--- src/bsa_pkg.sv ---
// Shared types, constants and fixed-point helpers of the Bellman argmax block.
package bsa_pkg;

   localparam int IN_LANES  = 4;
   localparam int CSR_IDX_W = 2;

   typedef enum logic [1:0] {
      CMD_LOAD_WEIGHT = 2'd0,
      CMD_LOAD_CONT   = 2'd1,
      CMD_LOAD_GRID   = 2'd2,
      CMD_EVAL        = 2'd3
   } cmd_type;

   typedef enum logic [CSR_IDX_W-1:0] {
      REG_POSITIONS = 2'd0,
      REG_DIMS      = 2'd1
   } reg_idx_type;

   typedef struct packed {
      logic init;     // load accumulator with reward
      logic mul_en;   // capture a product
      logic dot_sel;  // product is s * grid rather than weight * cont
      logic acc_en;   // add the held product into the accumulator
   } lane_ctrl_type;

   typedef struct packed {
      logic sum_en;   // add one lane term into the value
      logic first;    // first lane: start from zero
      logic commit;   // compare against running best
      logic emit;     // deliver the best as a result item
   } merge_ctrl_type;

   function automatic logic signed [31:0] sat_add(input logic signed [31:0] a,
                                                 input logic signed [31:0] b);
      logic signed [32:0] s;
      s = {a[31], a} + {b[31], b};
      if (s[32] != s[31]) sat_add = s[32] ? 32'sh8000_0000 : 32'sh7fff_ffff;
      else sat_add = s[31:0];
   endfunction

   // Product already formed: floor shift by 16 then saturate.
   function automatic logic signed [31:0] q_sat(input logic signed [63:0] p);
      logic signed [63:0] t;
      t = p >>> 16;
      if (t > 64'sh0000_0000_7fff_ffff) q_sat = 32'sh7fff_ffff;
      else if (t < -64'sh0000_0000_8000_0000) q_sat = 32'sh8000_0000;
      else q_sat = t[31:0];
   endfunction

endpackage

--- src/bsa_lane.sv ---
// One subgradient lane: shared multiplier, saturating accumulator.
module bsa_lane
   import bsa_pkg::*;
(
   input  logic               clock,
   input  lane_ctrl_type      ctrl,
   input  logic               lane_en,
   input  logic signed [31:0] reward,
   input  logic signed [31:0] weight,
   input  logic signed [31:0] cont,
   input  logic signed [31:0] grid,
   output logic signed [31:0] subgrad,
   output logic signed [31:0] term
);
   logic signed [63:0] prod_ff, prod_in;
   logic signed [31:0] acc_ff, acc_in;
   logic signed [31:0] op_a, op_b;

   assign op_a = ctrl.dot_sel ? acc_ff : weight;
   assign op_b = ctrl.dot_sel ? grid : cont;

   always_comb begin
      prod_in = ctrl.mul_en ? (64'(op_a) * 64'(op_b)) : prod_ff;
      acc_in  = acc_ff;
      if (ctrl.init) begin
         acc_in = lane_en ? reward : 32'sd0;
      end else if (ctrl.acc_en && lane_en) begin
         acc_in = sat_add(acc_ff, q_sat(prod_ff));
      end
   end

   always_ff @(posedge clock) begin
      prod_ff <= prod_in;
      acc_ff  <= acc_in;
   end

   assign subgrad = acc_ff;
   assign term    = q_sat(prod_ff);
endmodule

--- config.mk ---
export PLATFORM = sky130hd
export DESIGN_NAME = bsa_lane
export DESIGN_NICKNAME = d
export VERILOG_FILES = /design/src/bsa_pkg.sv /design/src/bsa_lane.sv
export SDC_FILE = /design/constraint.sdc
export NUM_CORES = 2
export LEC_CHECK = 0
export BUFFER_PORTS_ARGS = -buffer_cell sky130_fd_sc_hd__buf_2
export CAP_MARGIN = 20
export CORE_UTILIZATION = 40
export DETAILED_ROUTE_END_ITERATION = 6
export PLACE_DENSITY_LB_ADDON = 0.3
export SYNTH_ARGS = -nofsm -noshare
export SYNTH_HDL_FRONTEND = slang
export SYNTH_SLANG_ARGS = --single-unit
--- constraint.sdc ---
create_clock -name clock -period 20.2 [get_ports clock]
set_input_delay 1.01 -clock clock [delete_from_list [all_inputs] [get_ports clock]]
set_output_delay 1.01 -clock clock [all_outputs]
set_load 0.05 [all_outputs]
== Yosys cells after proc, flatten, opt, wreduce, memory -nomap -nowiden ==
Cells that the tools add are included.
Storage, ports and cells
  input bits: 134
  register bits after elaboration: 96
  output and inout port bits: 64
Operators by class
  reductions and logical operators: 2
  $add $sub $neg: 1
  multiply operators: 1
  equal/unequal tests: 1
  $lt $le $gt $ge: 2
  muxes and demuxes: 11
Operators by type and width (number)
  two-way mux 32 bit: 11
  multiplier 32 x 32 -> 64 bit: 1
  greater-than comparator 48 x 32 -> 1 bit, second input constant: 1
  less-than comparator 48 x 32 -> 1 bit, second input constant: 1
  adder 32 x 32 -> 33 bit: 1
  nonzero test 2 bit: 1
  logical AND 1 bit: 1
  != test 1 bit: 1

== Longest topological paths before layout ==
  word-level depth: 10
  gate-level depth with buffers: 31
  depth with buffers taken out: 27

== Least setup slack after synthesis ==
OpenSTA, ideal clock, no wires.
  path type: input -> register
  start: input port ctrl[1] (netlist bit)
  end: register prod_ff[63], data pin
  library setup time: 260 ps
  buffers on the path: 4
  cell stages on the path: 28
  path slack: 10555 ps
  arrival: 9385 ps
  required time: 19940 ps
  path through: buf_2 > clkbuf_1 > clkbuf_1 > mux2i_1 > nor2_1 > fa_1 > inv_1 > fa_1 > inv_1 > fa_1 > fa_1 > inv_1 > fa_1 > inv_1 > fa_1 > inv_1 > fa_1 > inv_1 > fa_1 > ha_1 > clkbuf_1 > nand4_1 > nand2b_1 > or3_1 > o211a_1 > a31oi_1 > a21oi_1 > xnor2_1
On the way
  cells in the longest elaborated chain, start to end: 2
  elaborated cells on any way between the ends: 3
RTL lines
  start, declared: RTL line bsa_lane.sv:6  | input lane_ctrl_type ctrl,
  two-way mux 32 bit, on equally long branches: RTL line bsa_lane.sv:19, bsa_lane.sv:20
  multiplier 32 x 32 -> 64 bit *: RTL line bsa_lane.sv:23  | prod_in = ctrl.mul_en ? (64'(op_a) * 64'(op_b)) : prod_ff;
  end signal, assigned: RTL line bsa_lane.sv:33  | prod_ff <= prod_in;
  end, declared: RTL line bsa_lane.sv:15  | logic signed [63:0] prod_ff, prod_in;
Mark *: on every way between the ends. The rest lies on a longest branch, timed or not.
A chain may end at the register's enable or synchronous reset.

== Worst setup path after layout ==
  start: input port ctrl[1] (netlist bit)
  end: register prod_ff[60], data pin
The elaborated chain is that of the path after synthesis.

==> run summary <==
The sequential share of the synthesized area is 5.97%. During placement, the flow inserted port buffers numbering 197. The number of library cell types mapped by synthesis is 73.

The run finished with clean final reports. Across the routed clock network, the largest skew measured is 10.9 ps. The initial antenna violation count is 6.

The I/O pin total is 198. The total core area is 99,900 um^2. The synthesized area divided by synthesized cell count came out at 9.39 um^2. The final weighted congestion in routability-driven placement came out at 0.949.

The average wire length per cell after detail routing came out at 22.4 um. The maximum number of pins on one net before global-route repair is 73. The number of standard cells after synthesis came out at 4,290.

The number of remaining DRC errors came out at 0. The library cell used most frequently in the layout, excluding fill and tap cells, is sky130_fd_sc_hd__fa_1. The final total negative setup slack came out at 0 ps. STA classifies the critical path startpoint as an input port.

The worst setup path is captured at a flop. The worst-case clock buffer depth is 2. The multi-input combinational cells in the finished layout cover a total of 33,800 um^2. The worst path arrival time came out at 10,740 ps.

The launch point of the worst hold path is reward[19]. The number of cells traversed by the worst register-to-register path came out at 26. The via count of the first global-routing pass is 32,533. The worst setup path endpoint is prod_ff[60]$_DFFE_PP_. TritonCTS built the clock tree. The worst setup path startpoint is ctrl[1]. Counting flops with an async set or reset pin after synthesis yields a share of 0%. The largest driver fanout on the critical path came out at 72. The post-synthesis to final-layout area growth came out at 7.24%. The data required time of the worst path is 20,290 ps. The post-synthesis cell area came out at 40,300 um^2. The startpoint of the worst-slack reg-to-reg timing path is subgrad[31]$_DFFE_PP_. The maximum clock rate came out at 93.9 MHz. The hold-fix buffer count after cts came out at 0. The worst slew slack as a fraction of its limit came out at 24.6%. The internal reg-to-reg setup slack is 11,230 ps. The synthesized design contains 80 register bits. Measured along the x axis, the die boundary spans 319 um.

The initial core utilization came out at 40.3%. In the routed layout, each cell is associated on average with a via count of 5.34. The sum of overflow across all layers after global routing came out at 0. The final worst hold slack came out at 925 ps. The CTS clock-pin slew for the worst setup and hold paths came out at 60 ps. The number of nets at the end of the flow came out at 5,805.

The clock net in this run drives a total of 80 sinks. The number of buffers added for setup after CTS came out at 0. In the final layout, flip-flops and latches occupy 2400 um^2. The number of buffers created by CTS came out at 9. The count of nets left with antenna violations once routing finished came out at 0. The number of max-cap violations came out at 0. The fraction of the core area covered by cells at the end of the flow came out at 43.2%. The number of pins exceeding their max-slew limit in the final report was 0.

The H-tree was split into 3 levels. The endpoint identified for the worst register-to-register timing path is prod_ff[60]$_DFFE_PP_. At the later pin of the worst-skew pair, clock insertion delay measures 350 ps. The number of warnings reported in the yosys synthesis log came out at 0. The global-route wire length before repair is 196,000 um. The die area is 102,000 um^2.

The routed layout has 30,381 vias. The share of cells above drive strength 1 came out at 8.86%. In the synthesized netlist the dominant register cell turns out to be sky130_fd_sc_hd__edfxtp_1. The initialized floorplan defines 116 standard-cell rows. The global-route usage over all layers is 25.6%. CTS placed an instance of sky130_fd_sc_hd__clkbuf_16 at the clock tree root. The detailed router's first-iteration violation count came out at 2,098. The actual slew at the worst max-slew pin is 1100 ps.

Before CTS, the worst setup slack after placement is 9250 ps. The number of resized instances in the post-cts repair step came out at 0. The vertical die dimension came out at 319 um.

Counting every net in the synthesized netlist gives 5,718. The path class of the tightest hold or removal check is in -> reg. The smallest setup slack after layout is 9550 ps. The minimum clock period came out at 10,650 ps. For this block, the routed nets add up to 127,000 um of wire. The detailed-router iteration count before antenna repair came out at 6. The worst path uses 52.7% of the clock period. The number of enable-type register cells in the synthesized netlist came out at 80. The final-report hold violation count came out at 0. The final setup violation count is 0. After filler insertion, the fill cell instance count of the layout stands at 9,880.

Setup repair after global routing left no endpoint under its margin. Leaving out fill and tap cells, the most frequent cells in the layout are 1,082 x sky130_fd_sc_hd__fa_1, 963 x sky130_fd_sc_hd__inv_1, 563 x sky130_fd_sc_hd__nand2_1, 538 x sky130_fd_sc_hd__nor2_1, 212 x sky130_fd_sc_hd__ha_1. The HPWL after detailed placement is 108,000 um. The worst setup path is of the in -> reg kind.
## cell type report
cell class | instances | area share, %
well taps | 1298 | 3.76
inverters | 965 | 8.39
flip-flops and latches | 80 | 5.56
multi-input cells | 3064 | 78.2
diodes | 7 | 0.0406
clock inverters | 6 | 0.197
repair buffers | 257 | 3.34
clock buffers | 9 | 0.522
## cells in the mapped netlist, drive strengths merged (4+ instances only)
cell,instances,area [um^2]
buf,23,108
fa,1082,21700
edfxtp,80,2400
nor2b,9,56.3
xnor2,52,455
o21a,9,67.6
and3,4,25.0
a31oi,6,37.5
nor2,539,2030
nand3,14,70.1
o31a,4,35.0
a21o,87,653
xor2,38,333
mux2,61,687
mux2i,58,581
nor4,4,25.0
o21ai,81,409
inv,964,3620
clkbuf,158,593
nand2,563,2110
and2,15,93.8
o21bai,6,56.3
nor3,9,56.3
ha,212,2650
maj3,8,80.1
and4,7,61.3
a31o,4,35.0
a211oi,6,45.0
a21oi,98,494
o211ai,10,80.1
nand4,24,150
nand2b,7,43.8
## through the flow
| stage | cells | cell area [um^2] |
|---|---|---|
| floorplan | 4290 | 40300 |
| global placement | 5662 | 42800 |
| detailed placement | 5663 | 42800 |
| CTS | 5678 | 43200 |
| global route | 5683 | 43200 |
| finish | 5686 | 43200 |
## critical path, cell delays in order
cell                      delay [ps]
sky130_fd_sc_hd__buf_6           720
sky130_fd_sc_hd__buf_4           840
sky130_fd_sc_hd__nor2b_1         160
sky130_fd_sc_hd__a21oi_2         150
sky130_fd_sc_hd__buf_4           370
sky130_fd_sc_hd__nor2_1          140
sky130_fd_sc_hd__ha_1            390
sky130_fd_sc_hd__fa_1            590
sky130_fd_sc_hd__fa_1            710
sky130_fd_sc_hd__fa_1            990
sky130_fd_sc_hd__inv_1           370
sky130_fd_sc_hd__fa_1            580
sky130_fd_sc_hd__inv_1            60
sky130_fd_sc_hd__fa_1            520
sky130_fd_sc_hd__inv_1            40
sky130_fd_sc_hd__fa_1            450
sky130_fd_sc_hd__fa_1            510
sky130_fd_sc_hd__inv_1            40
sky130_fd_sc_hd__ha_1            380
sky130_fd_sc_hd__and4_1          220
sky130_fd_sc_hd__and2_1          170
sky130_fd_sc_hd__and4_1          200
sky130_fd_sc_hd__a32oi_1         110
sky130_fd_sc_hd__a31o_2          330
sky130_fd_sc_hd__nor4b_4         290
sky130_fd_sc_hd__nor3_1           90
sky130_fd_sc_hd__xnor2_1         130
## sequential cells by signal, summed over array words and instances (netlist names)
name,count
prod_ff,48
subgrad,32
## how the worst min path moves through the flow
stage | end | slack, ps | cells after the start
6_report | subgrad[19]$_DFFE_PP_ | 930 | 3
5_1_grt | subgrad[19]$_DFFE_PP_ | 920 | 3
4_1_cts | subgrad[19]$_DFFE_PP_ | 910 | 3
3_5_place_dp | subgrad[6]$_DFFE_PP_ | 950 | 4
3_3_place_gp | subgrad[6]$_DFFE_PP_ | 940 | 4
2_1_floorplan | prod_ff[16]$_DFFE_PP_ | 1120 | 0
## per-layer routing
layer	vias up	part of all wire (%)	routed length [um]	global-route usage, %
li1	12921	-	-	-
met1	15862	38	47700	31.8
met2	1273	49	62300	43.4
met3	325	7.8	9930	4.62
met4	0	5.7	7260	12.0
met5	-	0	0	0
## kinds of logic (layout without fill, tap and decap cells)
family	count (synthesis)	in the layout	synth area share, %
adder cells (fa/ha/maj)	1302	1302	60.6
AND/OR/NAND/NOR	1206	1206	12.0
buffers and inverters	1146	1237	10.7
AO/OA/AOI/OAI	347	347	5.62
multiplexers	119	119	3.15
XOR/XNOR	90	90	1.96
flip-flops	80	80	5.97
other	0	7	0
Power is not shown: default switching activity piles up to over one toggle a cycle in this logic, so the estimate is an artifact.
