File: src/bsa_pkg.sv
// Shared types, constants and fixed-point helpers of the Bellman argmax block.
package bsa_pkg;

   localparam int IN_LANES  = 4;
   localparam int CSR_IDX_W = 2;

   typedef enum logic [1:0] {
      CMD_LOAD_WEIGHT = 2'd0,
      CMD_LOAD_CONT   = 2'd1,
      CMD_LOAD_GRID   = 2'd2,
      CMD_EVAL        = 2'd3
   } cmd_type;

   typedef enum logic [CSR_IDX_W-1:0] {
      REG_POSITIONS = 2'd0,
      REG_DIMS      = 2'd1
   } reg_idx_type;

   typedef struct packed {
      logic init;     // load accumulator with reward
      logic mul_en;   // capture a product
      logic dot_sel;  // product is s * grid rather than weight * cont
      logic acc_en;   // add the held product into the accumulator
   } lane_ctrl_type;

   typedef struct packed {
      logic sum_en;   // add one lane term into the value
      logic first;    // first lane: start from zero
      logic commit;   // compare against running best
      logic emit;     // deliver the best as a result item
   } merge_ctrl_type;

   function automatic logic signed [31:0] sat_add(input logic signed [31:0] a,
                                                 input logic signed [31:0] b);
      logic signed [32:0] s;
      s = {a[31], a} + {b[31], b};
      if (s[32] != s[31]) sat_add = s[32] ? 32'sh8000_0000 : 32'sh7fff_ffff;
      else sat_add = s[31:0];
   endfunction

   // Product already formed: floor shift by 16 then saturate.
   function automatic logic signed [31:0] q_sat(input logic signed [63:0] p);
      logic signed [63:0] t;
      t = p >>> 16;
      if (t > 64'sh0000_0000_7fff_ffff) q_sat = 32'sh7fff_ffff;
      else if (t < -64'sh0000_0000_8000_0000) q_sat = 32'sh8000_0000;
      else q_sat = t[31:0];
   endfunction

endpackage

File: src/bsa_merge.sv
// Lane merge: ordered dot-product sum, first-max tracking, result register.
module bsa_merge
   import bsa_pkg::*;
#(
   parameter int LANES = 4,
   parameter int KW    = 2
)(
   input  logic               clock,
   input  logic               reset,
   input  merge_ctrl_type     ctrl,
   input  logic [KW-1:0]      lane_sel,
   input  logic signed [31:0] terms [LANES],
   input  logic signed [31:0] subgrads [LANES],
   input  logic [2:0]         action,
   input  logic               rsp_ready,
   output logic               rsp_valid,
   output logic [2:0]         rsp_action,
   output logic signed [31:0] rsp_value,
   output logic signed [31:0] rsp_sub [IN_LANES]
);
   logic signed [31:0] val_ff, val_in;
   logic signed [31:0] best_val_ff, best_val_in;
   logic [2:0]         best_act_ff, best_act_in;
   logic signed [31:0] best_sub_ff [LANES];
   logic signed [31:0] best_sub_in [LANES];
   logic               have_ff, have_in;
   logic               out_valid_ff, out_valid_in;
   logic               take;

   assign take = ctrl.commit && (!have_ff || (val_ff > best_val_ff));

   always_comb begin
      val_in       = val_ff;
      best_val_in  = best_val_ff;
      best_act_in  = best_act_ff;
      best_sub_in  = best_sub_ff;
      have_in      = have_ff;
      out_valid_in = out_valid_ff && !rsp_ready;
      if (ctrl.sum_en) begin
         val_in = sat_add(ctrl.first ? 32'sd0 : val_ff, terms[lane_sel]);
      end
      if (take) begin
         have_in     = 1'b1;
         best_val_in = val_ff;
         best_act_in = action;
         best_sub_in = subgrads;
      end
      if (ctrl.commit && ctrl.emit) begin
         have_in      = 1'b0;
         out_valid_in = 1'b1;
      end
   end

   always_ff @(posedge clock) begin
      if (reset) begin
         have_ff      <= 1'b0;
         out_valid_ff <= 1'b0;
         best_val_ff  <= '0;
         best_act_ff  <= '0;
         for (int l = 0; l < LANES; l++) best_sub_ff[l] <= '0;
      end else begin
         have_ff      <= have_in;
         out_valid_ff <= out_valid_in;
         best_val_ff  <= best_val_in;
         best_act_ff  <= best_act_in;
         best_sub_ff  <= best_sub_in;
      end
      val_ff <= val_in;
      if (ctrl.commit && ctrl.emit) begin
         rsp_action <= best_act_in;
         rsp_value  <= best_val_in;
         for (int l = 0; l < IN_LANES; l++) begin
            rsp_sub[l] <= (l < LANES) ? best_sub_in[l % LANES] : 32'sd0;
         end
      end
   end

   assign rsp_valid = out_valid_ff;
endmodule

File: config.mk
export PLATFORM = sky130hd
export DESIGN_NAME = bsa_merge
export DESIGN_NICKNAME = d
export VERILOG_FILES = /design/src/bsa_pkg.sv /design/src/bsa_merge.sv
export SDC_FILE = /design/constraint.sdc
export NUM_CORES = 1
export LEC_CHECK = 0
export ABC_AREA = 0
export BUFFER_PORTS_ARGS = -buffer_cell sky130_fd_sc_hd__buf_2
export CAP_MARGIN = 20
export CORE_MARGIN = 3
export CORE_UTILIZATION = 57
export CTS_BUF_LIST = sky130_fd_sc_hd__clkbuf_8 sky130_fd_sc_hd__clkbuf_16
export CTS_CLUSTER_DIAMETER = 120
export DETAILED_ROUTE_END_ITERATION = 12
export HOLD_SLACK_MARGIN = 0.15
export PLACE_DENSITY_LB_ADDON = 0.2
export SLEW_MARGIN = 25
export SYNTH_ARGS = -nofsm -noshare
export SYNTH_HDL_FRONTEND = slang
export SYNTH_SLANG_ARGS = --single-unit
File: constraint.sdc
create_clock -name clock -period 8.85 [get_ports clock]
set_input_delay 0.4425 -clock clock [delete_from_list [all_inputs] [get_ports clock]]
set_output_delay 0.4425 -clock clock [all_outputs]
set_load 0.05 [all_outputs]
-- Word level (Yosys, flattened, before mapping)
Index checks and enable logic that the tools add are counted.
Widths: inputs -> output; s select.
- register bits after elaboration: 360
- bits of input ports: 268
- output and inout bits: 164
- word-level logic and storage cells: 37
- $add $sub $neg: 1
- $lt $le $gt $ge: 2
- eq/ne operators: 1
- mux-type cells: 10
- bitwise gates (word level): 1
- reduce and logical (&&, ||, !) cells: 7
- operators by type and width (operator ; number):
    $mux 32 ; 6
    $mux 128 ; 1
    $bmux 32 s2 ; 1
    $add 32x32->33 ; 1
    $gt 32x32->1 ; 1
    $ge 3x3->1 const B ; 1
    $logic_and 1x1->1 ; 3
    $mux 3 ; 1
    $not 2->3 ; 1
    $logic_not 1->1 ; 2
    $reduce_or 2->1 ; 1
    $logic_or 1x1->1 ; 1
    $mux 1 ; 1
    $ne 1x1->1 ; 1

-- Logic depth before layout (Yosys ltp)
Gate-level depths: netlist of run 1.
- depth in word-level cells: 7
- mapped depth: 15
- gate-level depth less buffers: 13

-- Worst setup path after synthesis of run 1
OpenSTA, ideal clock, no wires.
- kind: input-to-reg
- start point: in ctrl[1] in the netlist's numbering
- end point: reg rsp_action[0] (enable)
- library setup time: 543 ps
- arrival: 4188 ps
- data required time: 8307 ps
- setup slack: 4118 ps
- stages: 1
- path buffers: 0
- cell sequence: and2_1
- word-level cells in the longest chain between the ends: 1
- RTL lines (element ; RTL line ; source):
    start, declared ; bsa_merge.sv:10 ; input merge_ctrl_type ctrl,
    $logic_and 1x1->1 ; bsa_merge.sv:69 ; if (ctrl.commit && ctrl.emit) begin
    end signal, assigned ; bsa_merge.sv:70 ; rsp_action <= best_act_in;
    end, declared ; bsa_merge.sv:17 ; output logic [2:0] rsp_action,
Every way passes these cells.
A chain may end at the register's enable or synchronous reset.

-- Worst setup path after layout of run 1
- start point: in lane_sel[0]
- end point: reg val_ff[26], data pin
- word-level cells in the longest chain between the ends: 7
- RTL lines (element ; RTL line ; source):
    start, declared ; bsa_merge.sv:11 ; input logic [KW-1:0] lane_sel,
    $not 2->3 (not written as such) (*) ; bsa_merge.sv:40 ; val_in = sat_add(ctrl.first ? 32'sd0 : val_ff, terms[lane_sel]);
    $bmux 32 s2 (*) ; bsa_merge.sv:40 ;
    $mux 32 (not written as such) (*) (2 in a row) ; bsa_merge.sv:40 ;
    $add 32x32->33 (*) ; bsa_pkg.sv:36 ; s = {a[31], a} + {b[31], b};
    $mux 32 / $ne 1x1->1 (equally long branches) ; bsa_pkg.sv:37 ; if (s[32] != s[31]) sat_add = s[32] ? 32'sh8000_0000 : 32'sh7fff_ffff;
    $mux 32 (*) ; bsa_pkg.sv:37 ;
    end signal, assigned ; bsa_merge.sv:68 ; val_ff <= val_in;
    end, declared ; bsa_merge.sv:21 ; logic signed [31:0] val_ff, val_in;
Mark *: on every way between the ends. The rest lies on a longest branch, timed or not. The select of a mux whose other input is x is not followed.

==> results of run 1 <==
[critical path, stage by stage]
cell and delay, ps:
sky130_fd_sc_hd__buf_2 80, sky130_fd_sc_hd__buf_4 480, sky130_fd_sc_hd__mux4_2 570, sky130_fd_sc_hd__ha_1 340, sky130_fd_sc_hd__a21o_1 210, sky130_fd_sc_hd__a211o_1 260, sky130_fd_sc_hd__o21ai_0 380, sky130_fd_sc_hd__o21ai_0 200
sky130_fd_sc_hd__nand2_1 90, sky130_fd_sc_hd__o211ai_1 260, sky130_fd_sc_hd__nor2_2 870, sky130_fd_sc_hd__o21ai_0 260
[flip-flops by register name, indices dropped and copies added, names as in the netlist]
signal / flops
best_act_ff: 3
best_sub_ff: 128
best_val_ff: 32
have_ff: 1
rsp_action: 3
rsp_sub: 128
rsp_valid: 1
rsp_value: 32
val_ff: 32
[final cells by class]
cell class,instances,share of cell area (%)
inverter,46,0.867
multi-input combinational,760,33.6
clock buffer,43,5.01
clock inverter,22,0.830
timing repair buffer,437,11.2
sequential,360,46.0
tap,378,2.38
antenna,5,0.0628
[synthesized netlist by cell type, types with 2 or more instances]
master / instances / area share (%)
sky130_fd_sc_hd__and4_1: 3 / 0.16
sky130_fd_sc_hd__a2111oi_0: 3 / 0.16
sky130_fd_sc_hd__edfxtp_1: 195 / 36
sky130_fd_sc_hd__a211oi_1: 11 / 0.51
sky130_fd_sc_hd__buf_1: 6 / 0.14
sky130_fd_sc_hd__ha_1: 64 / 4.9
sky130_fd_sc_hd__nor2_1: 26 / 0.60
sky130_fd_sc_hd__a21oi_1: 56 / 1.7
sky130_fd_sc_hd__o21bai_1: 9 / 0.41
sky130_fd_sc_hd__o21ai_1: 5 / 0.15
sky130_fd_sc_hd__mux2_4: 70 / 6.4
sky130_fd_sc_hd__nand2b_1: 7 / 0.27
sky130_fd_sc_hd__dfxtp_1: 165 / 20
sky130_fd_sc_hd__a21o_1: 9 / 0.41
sky130_fd_sc_hd__buf_6: 8 / 0.55
sky130_fd_sc_hd__xor2_1: 17 / 0.91
sky130_fd_sc_hd__nand4_1: 6 / 0.23
sky130_fd_sc_hd__o21ai_0: 36 / 1.1
sky130_fd_sc_hd__buf_2: 15 / 0.46
sky130_fd_sc_hd__xnor2_1: 10 / 0.54
sky130_fd_sc_hd__nor2b_1: 194 / 7.4
sky130_fd_sc_hd__nand3_1: 13 / 0.40
sky130_fd_sc_hd__a211o_1: 2 / 0.11
sky130_fd_sc_hd__o2111ai_1: 2 / 0.11
sky130_fd_sc_hd__o31ai_1: 3 / 0.14
sky130_fd_sc_hd__inv_1: 46 / 1.1
sky130_fd_sc_hd__nor3_1: 6 / 0.18
sky130_fd_sc_hd__a31oi_1: 7 / 0.27
sky130_fd_sc_hd__o21a_1: 3 / 0.14
sky130_fd_sc_hd__mux4_2: 32 / 4.4
sky130_fd_sc_hd__clkbuf_1: 29 / 0.67
sky130_fd_sc_hd__maj3_1: 4 / 0.25
sky130_fd_sc_hd__and3_1: 9 / 0.35
sky130_fd_sc_hd__and2_1: 3 / 0.12
sky130_fd_sc_hd__nand2_1: 31 / 0.71
sky130_fd_sc_hd__a221oi_1: 2 / 0.11
sky130_fd_sc_hd__mux2_2: 93 / 6.4
sky130_fd_sc_hd__o211ai_1: 10 / 0.46
[cells by family (layout without fill, tap and decap cells)]
| kind of cell | count (synthesis) | in the layout | share of synthesized area (%) |
|---|---|---|---|
| other | 0 | 5 | 0 |
| adders and majority gates | 69 | 69 | 5.28 |
| and+or+nand+nor | 304 | 304 | 10.8 |
| DFF | 360 | 360 | 56.1 |
| xor gates and xnor gates | 28 | 28 | 1.55 |
| buffers and inverters | 104 | 548 | 2.88 |
| AOI/OAI and AO/OA | 164 | 164 | 6.13 |
| muxes | 195 | 195 | 17.3 |
[per-stage QoR]
step	hold WS [ps]	cell area (um2)	worst slack (ps)	util (%)	std cells
detailed placement	479	18700	4070	66.8	1980
floorplan	489	16300	4120	-	1224
CTS	218	19900	4610	70.9	2045
finish	245	19900	4580	71.1	2051
global placement	461	18700	4230	66.8	1980
global route	231	19900	4240	71.1	2051
[report_power, final]
part           switching (mW)  internal, mW  total (mW)  leakage, nW
clock network           0.601         0.862        1.46        0.613
logic                   0.976         0.736        1.71         4.67
registers               0.121          2.08        2.20         3.23
total                    1.70          3.68        5.38         8.51
[metal layers]
metal	vias up	track usage, %
met4	2	7.48
met5	-	0
met2	408	42.5
met1	5295	29.0
met3	67	4.24
li1	5254	-
[final timing paths]
| path | startpoint | to | slack, ps | depth (start not counted) |
|---|---|---|---|---|
| min | rsp_ready | rsp_valid$_SDFF_PP0_ | 250 | 4 |
| max | lane_sel[0] | val_ff[26]$_DFFE_PP_ | 4580 | 12 |
| max reg2reg | val_ff[17]$_DFFE_PP_ | best_sub_ff[21]$_SDFF_PP0_ | 4700 | 9 |
| min reg2reg | rsp_valid$_SDFF_PP0_ | rsp_valid$_SDFF_PP0_ | 490 | 2 |
==> results list, run 1 <==
* Highest metal layer used by the detailed router: met5
- Flop and latch count out of synthesis: 360
- Fraction of the yosys area taken by sequential cells: 56.1%
- Setup repair after global routing left no endpoint under its margin.
- In the final layout, the multi-input gates occupy about 6700 um2.
* Clock tree root buffer cell: sky130_fd_sc_hd__clkbuf_16
- Die Area: 30700 um2
- Wire length on met2: 19200 um
- Across the routed clock network, the largest skew measured is roughly 19 ps.
* Tot Pwr: 5.38 mW
- After synthesis the cells add up to 16300 um2.
* Number of top-level pins: 432
- After clock tree synthesis, the repair step resized 0 gates.
- Final global-route overflow total: 0
- Hold Vio Cnt, Final: 0
* Setup total negative slack: 0 ps
- Derived from the worst setup path, the maximum achievable clock frequency is about 230 MHz.
- The number of setup buffers added after CTS is 0.
* Detailed route wirelength on metal3: 2440 um
- The wire-length estimate of the detail-placed layout is between 20000 and 30000 um.
* Number of antenna violations at the first check in global routing: 6
- Most used flip-flop cell after synthesis: sky130_fd_sc_hd__edfxtp_1
* Worst-margin pin slew: just over 1000 ps
* Number of buffers inserted by hold repair at cts: 0
* Global-route usage over all layers: 23.7%
* Number of vias after detailed routing: 11000
- The total area inside the core boundary comes to 28000 um2.
- In the routed design, unresolved DRC markers number 0.
- Start-to-end type of the worst setup path: input port to register
* Area growth from synthesis to layout: 22.0%
- The run finished with clean final reports.
- Floorplan die height: ~180 um
- Site Rows: 61
- In the final layout, flip-flops and latches occupy 9160 um2.
- The analysis attributes to cell leakage a power of 8.51 nW.
- Type of origin of the critical path: input port
- The final layout contains routed wiring with a total length of between 30000 and 40000 um.
- After the first detailed-routing iteration, the DRC count stood at 683.
- Detailed-route vias per instance: 5.38
- Total number of clock tree sinks: 360
- In the layout the commonest cells are sky130_fd_sc_hd__buf_2, sky130_fd_sc_hd__edfxtp_1, sky130_fd_sc_hd__nor2b_1, sky130_fd_sc_hd__dfxtp_1, sky130_fd_sc_hd__mux2_2.
* Final antenna-violating net count: 0
* Final-report setup violation count: 0
* Via count of the first global-routing pass: 10900
- For this run, asynchronously set or reset flops after synthesis account for 0%.
- TritonCTS built the clock tree.
- For the worst setup path, the data arrival time is 4460 ps.
- Minimum clock period after layout: 4270 ps
- Clock Latency Late Sink: 510 ps
* Port Buffer Count: 431
- Dividing total power by cell area gives a power density of 270 nW/um2.
* Critical path endpoint category: register
- Largest net degree at the start of global routing: 117
- Number of CTS-inserted buffers: 36
- Final GP Congestion: around 0.91
- Across the run, the number of max-cap violations was 0.
- Number of detailed-route iterations in the first pass: 5
* Gate count of the mapped netlist: 1224
- Layout Nets: approximately 2000
- Along the worst path, the maximum fanout reaches 32.
- Yosys warning total: 0
- The post-route netlist has 41.6% of its cells at a drive strength greater than 1.
- Dividing the detail-routed wire length by the instance count gives ~18 um.
- Wire length of the first global-routing pass: 57700 um
- The die is 175 um wide.
- IR analysis of the VDD net gives a maximum drop of 0.114 mV.
- Worst endpoint required time: 9040 ps
- The synthesized design contains 195 enable-type register cells.
* Number of levels the H-tree was split into: 2
* Period utilization: approximately half
* Post-Synthesis Mean Instance Area: roughly 13 um2
- Headroom to the max-slew limit came out at about a third.
- Most common cell after layout, fill and taps aside: sky130_fd_sc_hd__buf_2
* Max clock buf depth: 3
- Starting density of the core: ~58%
- When the netlist entered floorplanning its net count stood at 1557.
- After clock tree synthesis, the clock-pin slew on the worst setup and hold paths is 60 ps.
- Cell variety after synth: 52
- The worst hold path belongs to the class input port to register.
* Count of pins over their slew limit: 0
- Post-Route M1 WL: 15000 um
* Filler cells: 2000
Power figures use the tool's default switching activity.
==> run 2, diff against run 1 <==
ABC_AREA = 1   (was 0)
CORE_UTILIZATION = 49   (was 57)
clock period = 3.4 ns   (was 8.85 ns; I/O delays follow)
==> results list, run 2 <==
- Outcome: completed
- The number of nets handed over by synthesis was 2647.
- In this run the tool buffered the top-level ports with 431 buffer cells.
* Max clock buf depth: 3
- For hold timing, the worst endpoint is best_sub_ff[111]$_SDFF_PP0_.
* Most repeated library cell on the critical path: sky130_fd_sc_hd__nand2_1
- In this run the critical register-to-register path is launched from val_ff[31]$_DFFE_PP_.
* Start-to-end type of the worst setup path: register to register
- On the final layout, the worst hold slack is 169 ps.
- Worst endpoint required time: between 3000 and 4000 ps
* Die X-Extent: ~200 um
* Post-Place Cells: 3176
- The analysis attributes to cell leakage a power of 12.4 nW.
* Number of cells on the worst hold path: 2
- Of all flip-flops after synthesis, the portion carrying an async set or reset was 0%.
- The via count of the first global-routing pass is between 15000 and 20000.
- Number of buffers inserted by hold repair at cts: 133
- Most used cells in the layout excluding fill and tap cells: sky130_fd_sc_hd__inv_1, sky130_fd_sc_hd__nand2_1, sky130_fd_sc_hd__buf_2, sky130_fd_sc_hd__nor2_1, sky130_fd_sc_hd__edfxtp_1
- The endpoint identified for the worst register-to-register timing path is rsp_sub[89]$_DFFE_PP_.
* Area growth from synthesis to layout: 27.9%
* Worst-margin pin slew: around 830 ps
- The first global-routing pass estimated 76300 um of wire.
* Total number of clock tree sinks: 360
- Dividing the detail-routed wire length by the instance count gives 14.6 um.
* Most numerous cell types in the synthesized netlist: sky130_fd_sc_hd__inv_1, sky130_fd_sc_hd__nand2_1, sky130_fd_sc_hd__nor2_1
- Library cell with the largest summed area after synthesis: sky130_fd_sc_hd__edfxtp_1
- The final critical path takes up 94.0% of the cycle.
* Starting density of the core: 50.0%
* Final design instance area without fill: 23600 um2
- Clock latency on the worst-skew pair, taken at its later pin, is 520 ps.
* Final antenna-violating net count: 0
- Cell variety after synth: 45
- The tightest min-delay check is of the input port to register type.
- Fraction of layout instances using a drive strength above 1: 21.9%
- The most used flip-flop cell after synthesis is sky130_fd_sc_hd__edfxtp_1.
- Number of CTS-inserted buffers: 38
* Critical path buffers and inverters: 3
* Logic depth of the worst register-to-register path: 17
- Detailed-route vias per instance: 4.79
- Number of top-level pins: 432
- Gate count of the mapped netlist: 2314
* Number of levels the H-tree was split into: 2
- HPWL Detailed: 34300 um
- CTS placed an instance of sky130_fd_sc_hd__clkbuf_16 at the clock tree root.
- By instance count, the leading cell after synthesis is sky130_fd_sc_hd__inv_1.
- RSZ-0062 raised after global routing: false
- Wire length on met2: 23600 um
- Floorplan die height: around 200 um
- Final GP Congestion: 0.962
- Most common cell after layout, fill and taps aside: sky130_fd_sc_hd__inv_1
- Adding up every negative setup slack in the final design gives 0 ps.
- Arrival time reported for the critical path endpoint: ~3500 ps
* Registers with the most flip-flops: best_sub_ff (128), rsp_sub (128)
* Detailed route wirelength on metal3: ~2900 um
- Timing would allow up to 313 MHz.
- The most critical setup path has its startpoint at val_ff[31]$_DFFE_PP_.
- The number of gates resized after CTS was 0.
- For this run the aggregate overflow at the end of global routing stands at 0.
* Fraction of the yosys area taken by sequential cells: 49.7%
- Flop and latch count out of synthesis: 360
* R2r setup slk: 200 ps
* Tot Pwr: 14.3 mW
* Number of detailed-route iterations in the first pass: 7
- For this run, the total global-route usage over all layers was measured as 23.6%.
- Clock tree skew after final layout: 11.0 ps
* Slowest library cell on the worst path: sky130_fd_sc_hd__edfxtp_1
- The number of hold violations in the final report came to 0.
- Highest metal layer used by the detailed router: met4
- Cells traversed along the worst timing path: ha_1, nand2_1, nor2_2, nand2_1, inv_2, nand2_1, nor2_2, nand2_1, nand2_1, o21bai_1, nand2_1, nand2_1, nand2_8, buf_12, nand3_1, nand2_1, inv_1
- In the routed design, unresolved DRC markers number 0.
- Clock-pin slew was measured on the worst setup and hold paths at 60 ps.
* Largest net degree at the start of global routing: 117
- The final max-slew violation count was 0.
- Post-Synthesis Mean Instance Area: 7.96 um2
- Number of antenna violations at the first check in global routing: 2
- Core region area: 36900 um2
- In this run the most critical hold path is launched from reset.
- Die Area: between 30000 and 40000 um2
- Post-DP Area: 21100 um2
- Setup violations remaining at the end of the flow were counted as 0.
* Detailed Route Iter0 Violations: 925
* Minimum clock period after layout: 3200 ps
- Number of setup buffers added after CTS: 0
- Number of vias after detailed routing: 16200
* Final standard cell count with taps included and fillers excluded: 3379
- In this design, the stage delay of the slowest critical-path cell is around 420 ps.
* Netlist area before placement: approximately 18000 um2
* Post-Route M1 WL: 20600 um
- Worst IR Drop VDD: between 0.3 and 0.4 mV
- The worst setup path is captured at a register.
* Layout Nets: 3178
* Site Rows: 70
* Post-synth EDFFs: 195
- Aggregate routed wire length: 49400 um
- Kind of cell adding the most delay to the critical path: simple AND/OR/NAND/NOR gates
- TritonCTS built the clock tree.
- In this run the power density over the cells is 609 nW/um2.
- Relative slew margins: 44.7%
- Synth top area share: around a third
* # Max-Cap Violations: 0
- In this run the worst path has a maximum fanout of 116.
- Type of origin of the critical path: register
- Yosys warning total: 0
- Ranking of synthesized cells by area: sky130_fd_sc_hd__edfxtp_1, sky130_fd_sc_hd__dfxtp_1, sky130_fd_sc_hd__inv_1
[run 2: changes by cell type after synthesis, sizes merged, moves of 32 or more]
cell / previous run / this run
nand2: 32 / 516
mux2: 163 / 0
nor2: 27 / 307
nand3: 13 / 178
mux4: 32 / 0
o21ai: 41 / 87
nor2b: 194 / 0
inv: 46 / 544
[run 2: worst max-delay path by stage]
stage / slack [ps] / to / depth (start not counted)
6_report: 200 / rsp_sub[89]$_DFFE_PP_ / 17
5_1_grt: 40 / rsp_sub[89]$_DFFE_PP_ / 17
4_1_cts: 250 / rsp_sub[89]$_DFFE_PP_ / 17
3_5_place_dp: 140 / val_ff[20]$_DFFE_PP_ / 20
3_3_place_gp: 230 / val_ff[30]$_DFFE_PP_ / 20
2_1_floorplan: 6 / rsp_action[0]$_DFFE_PP_ / 4
[run 2: metal layers]
metal  vias up  track usage (%)
met3       116             3.29
met1      7337             29.2
met2       568             41.1
li1       8150                -
met5         -                0
met4         0             11.1
[run 2: kinds of logic after synthesis]
family / after synthesis / share of synthesized area [%]
XOR/XNOR: 22 / 1.05
AND/OR/NAND/NOR: 1024 / 24.8
buffers and inverters: 645 / 13.9
adder cells (fa/ha/maj): 65 / 4.45
flip-flops: 360 / 49.7
AO/OA/AOI/OAI: 198 / 6.05
[run 2: metrics by stage]
stage | setup slack, ps | utilization, %
final | 205 | 63.9
after global routing | 38.6 | 63.9
after CTS | 246 | 63.9
after detailed placement | 139 | 57.1
after global placement | 226 | 57.1
after floorplan | 6.41 | -
[run 2: final cells by class]
cell class / instances / area, um2
Antenna cell: 2 / 5.00
Clock buffer: 45 / 1060
Clock inverter: 23 / 130
Fill cell: 3109 / 13300
Inverter: 545 / 2050
Multi-Input combinational cell: 1309 / 6720
Sequential cell: 360 / 9160
Tap cell: 504 / 631
Timing Repair Buffer: 591 / 3830
[run 2: report_power, final]
part,total [mW],internal (mW),switching (mW)
logic,4.80,1.60,3.20
clock network,3.93,2.28,1.64
registers,5.62,5.39,0.225
total,14.3,9.28,5.07
